`config.mk`:
```
export PLATFORM = sky130hd
export DESIGN_NAME = ycc_merge
export DESIGN_NICKNAME = d
export VERILOG_FILES = /design/src/rtl/ycc_pkg.sv /design/src/rtl/ycc_merge.sv
export SDC_FILE = /design/constraint.sdc
export NUM_CORES = 1
export LEC_CHECK = 0
export BUFFER_PORTS_ARGS = -buffer_cell sky130_fd_sc_hd__buf_2
export CORE_MARGIN = 2
export CORE_UTILIZATION = 45
export CTS_BUF_LIST = sky130_fd_sc_hd__clkbuf_2 sky130_fd_sc_hd__clkbuf_4 sky130_fd_sc_hd__clkbuf_8
export DETAILED_ROUTE_END_ITERATION = 6
export SYNTH_ARGS = -nofsm -noshare
export SYNTH_HDL_FRONTEND = slang
export SYNTH_SLANG_ARGS = --single-unit
export TNS_END_PERCENT = 1
```
`constraint.sdc`:
```
create_clock -name i_clk -period 4.1 [get_ports i_clk]
set_clock_uncertainty 0.2 [all_clocks]
set_input_delay 0.205 -clock i_clk [delete_from_list [all_inputs] [get_ports i_clk]]
set_output_delay 0.205 -clock i_clk [all_outputs]
set_load 0.03 [all_outputs]
```
`src/rtl/ycc_pkg.sv`:
```
`timescale 1ns / 1ps

package ycc_pkg;

    // field widths
    localparam int LUMA_W   = 16;
    localparam int RAW_W    = 16;
    localparam int CHROMA_W = 18;
    localparam int HUE_W    = 11;
    localparam int COEFF_W  = 16;
    localparam int CHAN_W   = 16;
    localparam int CFG_IDX_W  = 3;
    localparam int CFG_DATA_W = 16;

    // lane datapath widths
    localparam int PROD_W = 32;
    localparam int VAL_W  = 21;
    localparam int MUL_W  = VAL_W + COEFF_W + 1;

    // default depth of the pair queue in the merge stage (power of two)
    localparam int PAIR_DEPTH_DEF = 4;

    // chroma bias and formula offset
    localparam int CHROMA_BIAS = 16384;
    localparam int FORM_OFFSET_BIAS = 512;
    localparam int MAT_SHIFT   = 12;
    localparam int COEFF_SHIFT = 8;

    // formula select codes (value 3 behaves as plain)
    localparam logic [1:0] FORM_OFFSET = 2'd0;
    localparam logic [1:0] FORM_MATRIX = 2'd1;
    localparam logic [1:0] FORM_PLAIN  = 2'd2;

    // config register indexes
    typedef enum logic [CFG_IDX_W-1:0] {
        CFG_FORMULA = 3'd0,
        CFG_HUE     = 3'd1,
        CFG_COEFF_R = 3'd2,
        CFG_COEFF_G = 3'd3,
        CFG_COEFF_B = 3'd4
    } t_cfg_idx;

    // reset values of the config registers
    localparam logic [1:0]         RST_FORMULA = FORM_PLAIN;
    localparam logic [COEFF_W-1:0] RST_COEFF   = 16'd1024;

    // channel order in the lanes
    localparam int CH_R = 0;
    localparam int CH_G = 1;
    localparam int CH_B = 2;
    localparam int NUM_CH = 3;

    // matrix coefficients per channel, for Cb and Cr
    localparam logic signed [15:0] K_CB_MAT [NUM_CH] = '{16'sd50, -16'sd5640, 16'sd29040};
    localparam logic signed [15:0] K_CR_MAT [NUM_CH] = '{16'sd22929, -16'sd11751, -16'sd101};
    // coefficients of the plain and offset formulas (only green uses the shift)
    localparam logic signed [15:0] K_CB_PLN [NUM_CH] = '{16'sd0, -16'sd778, 16'sd0};
    localparam logic signed [15:0] K_CR_PLN [NUM_CH] = '{16'sd0, -16'sd2048, 16'sd0};

    // one pixel going into a lane
    typedef struct packed {
        logic [LUMA_W-1:0]          y;
        logic signed [CHROMA_W-1:0] cb;
        logic signed [CHROMA_W-1:0] cr;
        logic                       row_end;
        logic                       last_of_run;
    } t_pix_in;

    typedef struct packed {
        t_pix_in p0;
        t_pix_in p1;
    } t_pair_in;

    // one finished pixel
    typedef struct packed {
        logic [CHAN_W-1:0] red;
        logic [CHAN_W-1:0] green;
        logic [CHAN_W-1:0] blue;
        logic              row_end;
        logic              last_of_run;
    } t_pix_out;

    typedef struct packed {
        t_pix_out p0;
        t_pix_out p1;
    } t_pair_out;

    // per-pixel flags carried along the lane
    typedef struct packed {
        logic row_end;
        logic last_of_run;
    } t_pix_tag;

endpackage

```
`src/rtl/ycc_merge.sv`:
```
`timescale 1ns / 1ps

module ycc_merge import ycc_pkg::*; #(
    parameter int PAIR_DEPTH = PAIR_DEPTH_DEF
) (
    input  logic      i_clk,
    input  logic      i_rst_n,
    input  logic      i_wr,
    input  t_pair_out i_pair,
    input  logic      i_ready,
    output logic      o_valid,
    output t_pix_out  o_pix,
    output logic      o_pop
);

    localparam int PTR_W = $clog2(PAIR_DEPTH);
    localparam int CNT_W = $clog2(PAIR_DEPTH + 1);

    t_pair_out        r_mem [PAIR_DEPTH];
    logic [PTR_W-1:0] r_wr_ptr, r_rd_ptr;
    logic [CNT_W-1:0] r_count;
    logic             r_half;
    t_pair_out        w_head;
    logic             w_beat;

    assign w_head  = r_mem[r_rd_ptr];
    assign o_valid = (r_count != '0);
    assign o_pix   = r_half ? w_head.p1 : w_head.p0;
    assign w_beat  = o_valid && i_ready;
    // a pair leaves once its odd pixel is taken
    assign o_pop   = w_beat && r_half;

    // pair storage
    always_ff @(posedge i_clk) begin
        if (i_wr) begin
            r_mem[r_wr_ptr] <= i_pair;
        end
    end

    // pointers, fill count and pixel select
    always_ff @(posedge i_clk) begin
        if (!i_rst_n) begin
            r_wr_ptr <= '0;
            r_rd_ptr <= '0;
            r_count  <= '0;
            r_half   <= 1'b0;
        end else begin
            if (i_wr) begin
                r_wr_ptr <= r_wr_ptr + PTR_W'(1);
            end
            if (o_pop) begin
                r_rd_ptr <= r_rd_ptr + PTR_W'(1);
            end
            if (w_beat) begin
                r_half <= !r_half;
            end
            if (i_wr && !o_pop) begin
                r_count <= r_count + CNT_W'(1);
            end else if (!i_wr && o_pop) begin
                r_count <= r_count - CNT_W'(1);
            end
        end
    end

endmodule

```
==> results of run 1 <==
-- final cells by class --
type                    instances  area (um^2)  area share, %
flip-flops and latches        410        12200           62.4
multi-input cells             184         3490           17.8
repair buffers                268         1960           10.0
clock buffers                  84         1090           5.55
well taps                     455          569           2.91
clock inverters                32          231           1.18
inverters                       4         15.0         0.0767
diodes                          3         7.51         0.0383
-- worst min-delay path by stage --
stage	cells after the start	slack, ns	to
after floorplan	0	0.10	r_mem[0][0]$_DFFE_PP_
after global placement	1	0.21	r_mem[2][48]$_DFFE_PP_
after detailed placement	1	0.22	r_mem[1][70]$_DFFE_PP_
after global routing	2	0.14	r_mem[2][41]$_DFFE_PP_
after CTS	2	0.11	r_mem[2][41]$_DFFE_PP_
final	2	0.17	r_mem[3][57]$_DFFE_PP_
-- per-layer routing --
metal | vias to the layer above | global-route usage [%]
li1 | 3406 | -
met1 | 3826 | 20.4
met2 | 194 | 28.7
met3 | 31 | 4.93
met4 | 0 | 5.90
met5 | - | 0
-- flip-flops by register name, summed over array words and instances (netlist names), named ones only --
signal,cells
r_wr_ptr,2
r_half,1
r_count,3
r_rd_ptr,2
r_mem,400
-- power groups by stage --
stage | Combinational [uW] | Sequential (uW) | Clock (uW)
2_1_floorplan | 980 | 4950 | 0
3_3_place_gp | 1290 | 5000 | 0
3_5_place_dp | 1330 | 5020 | 0
4_1_cts | 1420 | 4930 | 3560
5_1_grt | 1490 | 4950 | 3740
6_report | 1390 | 4930 | 3450
-- cells in the mapped netlist, drive strengths merged --
cell type / number / share of area (%)
edfxtp: 400 / 76
mux4: 100 / 17
mux2: 50 / 3.5
buf: 21 / 1.1
dfxtp: 10 / 1.3
and2: 9 / 0.35
clkbuf: 7 / 0.17
ha: 5 / 0.39
inv: 4 / 0.094
or3: 3 / 0.12
xnor2: 3 / 0.17
a21boi: 2 / 0.094
mux2i: 2 / 0.13
nor2b: 2 / 0.079
o21ai: 2 / 0.063
xor2: 2 / 0.11
fa: 1 / 0.13
nand2: 1 / 0.024
o311ai: 1 / 0.10
o31ai: 1 / 0.047
-- stage by stage --
step	utilization [%]	instance area [um^2]	total power, uW
3_3_place_gp	49.6	17200	6290
5_1_grt	56.4	19600	10200
4_1_cts	56.4	19600	9910
2_1_floorplan	-	15900	5930
3_5_place_dp	49.6	17200	6350
6_report	56.4	19600	9760
-- cells by family after synthesis --
family	after synthesis	synth area share, %
flip-flops	410	76.8
multiplexers	152	20.2
buffers and inverters	32	1.34
AND/OR/NAND/NOR	15	0.574
AO/OA/AOI/OAI	6	0.307
adder cells (fa/ha/maj)	6	0.519
XOR/XNOR	5	0.275
-- repair_timing --
action                                 4_1_cts  5_1_grt
endpoints found under the hold margin      410        0
hold buffers                               104        0
gates resized for setup                      0        0
==> run metrics, run 1 <==
Fin. Hold Viols 0; MaxCap Viol Count 0; gr ovfl total 0; Ports roughly 160; final wirelength 30.3 mm; fraction of layout cells with a size suffix above 1 about 33%; CP endpoint o_pix[6]; slowest CP cell dfxtp_4; critical path's top delay family multiplexers; met1 wire length 12.6 mm; WP data arrival about 2.9 ns; met2 wire length ~15 mm; die area ~37,000 um^2; P&R area growth vs syn 23.1%; Final Max Slew Viols 0; Net Sw Power ~2400 uW; Fillers roughly 2,700; RSZ-0062 raised after global routing no; TritonRoute pass-1 iters 5; Worst IR Drop VDD between 200 and 300 uV; sequential share of power around 50%; Final ANT Viol Nets 0; leakage power about 0.0067 uW; CTS H-Tree Depth 3; Worst setup EP type output port; Crit Path Class reg -> out; clock network fraction of total power 35.3%; worst-margin pin slew around 0.76 ns; crit path cell chain buf_4, mux4_1, mux2_2, buf_2; Vias/cell ~5.2; Internal Pwr Total between 7000 and 8000 uW; Total GRT Usage 16.8%; Cell variety after synth 22; Die Wd ~190 um; #FFs+latches synth 410; mean post-synth cell area approximately 25 um^2; Hold Path Class in -> reg; Period minus WS final 3.27 ns; vias in the first global route around 8,400; Worst path max stage delay approximately 0.80 ns; status complete, no violations; initial DRC count a little under 400; Worst R2R Path Depth 7; FMAX ~300 MHz; CP Data Required Time 3.69 ns; Critical path buffers and inverters 2; Port Buffers roughly 160; Core Footprint around 35,000 um^2; post-route clock period utilization about four fifths; commonest non-fill, non-tap cell in the layout edfxtp_1; setup total negative slack 0 ns; Via Count around 7,500; Num CTS Buffers approximately 70; Syn Nets around 740; Chip Height approximately 190 um; hold slack 0.167 ns; Rel. slew slack about half; Worst Path Max Fanout 39; top sig layer met4; R2R Setup Slk 1.67 ns; clock root cell clkbuf_8; Gate Count Post-Synth around 630; CP startpoint kind register; first-pass GRT wire length 45.8 mm; PnR worst setup slack 0.832 ns; clock latency on the worst-skew pair around 0.58 ns; DP Worst Slack approximately 1.4 ns; FP Rows ~70; met3 routed WL roughly 1.8 mm; post-CTS setup buffer count 0; pin count of the biggest net entering global routing 73; initial antenna violation count 3; Comb power frac about 14%; Starting Density a little under half; r2r endpoint r_count[2]$_SDFFE_PN0P_; HP Start i_pair[57]; clock sinks 410; Placed Cells incl. Taps ~1,200; WP depth 4; Finished Layout Cells around 1,400; register area share after synthesis around 77%; Final nets between 1,000 and 1,500; gpl congestion between 0.6 and 0.7; Clk pin slew, worst setup/hold paths 0.06 ns; CTS tree done; post-DR wirelength/cell about 21 um; synth warn 0; P per Cell Area roughly 500 nW/um^2; worst reg2reg path startpoint r_count[1]$_SDFFE_PN0P_; mapped cell area 15,900 um^2; most frequent cells in the layout 400 x edfxtp_1, 155 x buf_2, 104 x dlygate4sd3_1, 100 x mux4_1, 73 x clkbuf_8; sw frac 24.4%; dpl hpwl between 15 and 20 mm; Final Setup Violations 0; Longest Clk Path Bufs 3; Residual DRC 0
No activity file was read; power rests on OpenSTA's default activity.
==> inputs of run 2 (changes only) <==
- PLACE_DENSITY: unset -> 0.66
- clock period: 4.1 -> 2.7 ns (I/O delays scaled with it)
==> run 2 against run 1 <==
  * Wire length is 5.2% lower
  * Flip-flop and latch count did not move
  * Sequential share of layout area shrank 0.58 points
  * Worst hold slack got worse by 0.043 ns
  * Via count is 1.3% lower
  * Cell count grew 0.97%
  * Core utilization increased by 0.53 points
  * Sequential power increased by 50%
  * Global-route usage shrank 0.81 points
  * Cell area is 0.93% higher
  * First-iteration DRC count up 6.1%
==> run metrics, run 2 (synthesis results as in run 1) <==
TritonRoute pass-1 iters 4 (was 5); Final Max Slew Viols 0 (unchanged); Period minus WS final 2.64 ns; worst-margin pin slew 0.678 ns (was 0.759 ns); CTS H-Tree Depth 3 (unchanged); WP data arrival 2.31 ns (was 2.86 ns); fraction of layout cells with a size suffix above 1 35.1% (was 32.8%); FMAX 378 MHz; gr ovfl total 0 (unchanged); Via Count 7,363 (was 7,457); GR Util met2 27.2% (was 28.7%); Chip Height 192 um (unchanged); Worst IR Drop VDD 566 uV (was 266 uV); Total GRT Usage 16.0% (was 16.8%); Final Setup Violations 0 (unchanged); Num CTS Buffers 68 (was 69); initial antenna violation count 0 (was 3); first-pass GRT wire length 44.1 mm (was 45.8 mm); die area 36,900 um^2 (unchanged); CTS tree done (unchanged); Most Crowded Layer GR met2 (unchanged); Largest regs r_mem (400), r_count (3) (unchanged); Longest Clk Path Bufs 3 (unchanged); clock latency on the worst-skew pair 0.56 ns (was 0.58 ns); clock root cell clkbuf_8 (unchanged); r2r endpoint r_count[2]$_SDFFE_PN0P_ (unchanged); commonest non-fill, non-tap cell in the layout edfxtp_1 (unchanged); gpl congestion 0.687 (was 0.693); Residual DRC 0 (unchanged); R2R Setup Slk 0.36 ns (was 1.67 ns); vias in the first global route 8,102 (was 8,370); diodes inserted 0 (was 3); Die Wd 192 um (unchanged); P per Cell Area 745 nW/um^2 (was 499 nW/um^2); worst reg2reg path startpoint r_count[1]$_SDFFE_PN0P_ (unchanged); hold slack 0.124 ns (was 0.167 ns); MaxCap Viol Count 0 (unchanged); Hold Path Class in -> reg (unchanged); most frequent cells in the layout 400 x edfxtp_1, 153 x buf_2, 104 x dlygate4sd3_1, 93 x mux4_1, 72 x clkbuf_8 (was 400 x edfxtp_1, 155 x buf_2, 104 x dlygate4sd3_1, 100 x mux4_1, 73 x clkbuf_8); Worst Path Max Fanout 20 (was 39); Fin. Hold Viols 0 (unchanged); P&R area growth vs syn 24.3% (was 23.1%); FP Rows 68 (unchanged); post-DR wirelength/cell 19.8 um (was 21.0 um); max reg flops 400 (unchanged); status complete, no violations (unchanged); Vias/cell 5.06 (was 5.18); Rel. slew slack 54.8% (was 49.4%); pin count of the biggest net entering global routing 101 (was 73); Starting Density 45.8% (unchanged); final wirelength 28.7 mm (was 30.3 mm); Final nets 1,066 (was 1,047); overall power 14,700 uW (was 9760 uW); PnR worst setup slack 0.0564 ns (was 0.832 ns); CP endpoint o_pix[32] (was o_pix[6]); Worst setup EP type output port (unchanged); register bank with the most flops r_mem (unchanged); Worst R2R Path Depth 7 (unchanged); Final ANT Viol Nets 0 (unchanged); clock sinks 410 (unchanged); Core Footprint 34,700 um^2 (unchanged); CP Data Required Time 2.37 ns (was 3.69 ns); dpl hpwl 16.1 mm (was 17.4 mm); initial DRC count 415 (was 391); RSZ-0062 raised after global routing yes (was no); post-route clock period utilization 97.9%; Crit Path Class reg -> out (unchanged); CP startpoint kind register (unchanged); leakage power 0.00685 uW (was 0.00674 uW); Port Buffers 155 (unchanged); met1 Use GR 20.2% (was 20.4%); Ports 156 (unchanged); setup total negative slack 0 ns (unchanged); Clk pin slew, worst setup/hold paths 0.06 ns (about the same); M3 GR Usage 4.04% (was 4.93%); DP Worst Slack 0.375 ns (was 1.38 ns)
run 2: worst min path at each step:
stage,from,end,slack [ns],cells after the start
floorplan,i_pair[0],r_mem[0][0]$_DFFE_PP_,0.03,0
global placement,i_pair[91],r_mem[1][91]$_DFFE_PP_,0.15,1
detailed placement,i_pair[65],r_mem[3][65]$_DFFE_PP_,0.15,1
CTS,i_pair[98],r_mem[2][98]$_DFFE_PP_,0.07,2
global route,i_pair[61],r_mem[0][61]$_DFFE_PP_,0.09,2
finish,i_pair[65],r_mem[3][65]$_DFFE_PP_,0.12,2
run 2: metal layers:
layer	share of wire, %	up-vias	wire length (um)
met4	1.4	0	392
met2	50	192	14300
met1	43	3703	12500
met3	5.4	34	1560
met5	0	-	0
li1	-	3434	-
run 2: worst max-delay path: stages, from the launching register on:
cell     delay [ns]
dfxtp_4        0.37
buf_12         0.14
buf_16         0.19
mux4_1         0.57
mux2_2         0.28
buf_2          0.18
run 2: through the flow:
stage                     util, %  cells  instance area, um^2
after floorplan                 -    626                15900
after global placement       50.1   1233                17400
after detailed placement     50.1   1233                17400
after CTS                    56.9   1454                19800
after global routing         56.9   1454                19800
final                        56.9   1454                19800
run 2: area by class of cell:
| cell class | count | area (um^2) |
|---|---|---|
| Multi-Input combinational cell | 184 | 3460 |
| Sequential cell | 410 | 12200 |
| Clock inverter | 17 | 98.8 |
| Clock buffer | 96 | 1170 |
| Tap cell | 455 | 569 |
| Timing Repair Buffer | 288 | 2220 |
| Inverter | 4 | 15.0 |
| Fill cell | 2605 | 15000 |
run 2: timing repair:
| item | 4_1_cts | 5_1_grt |
|---|---|---|
| endpoints found under the hold margin | 412 | 0 |
| hold buffers | 104 | 0 |
| buffers inserted | 4 | 0 |
| pin swaps | 0 | 0 |
| setup endpoints to repair | 47 | 33 |
| gates resized for setup | 10 | 4 |
run 2: report_power, final:
part / total, uW / switching [uW] / leakage (uW) / internal (uW)
logic: 2250 / 1230 / 0.00242 / 1020
clock network: 5070 / 2210 / 0.000675 / 2860
registers: 7400 / 78.0 / 0.00376 / 7320
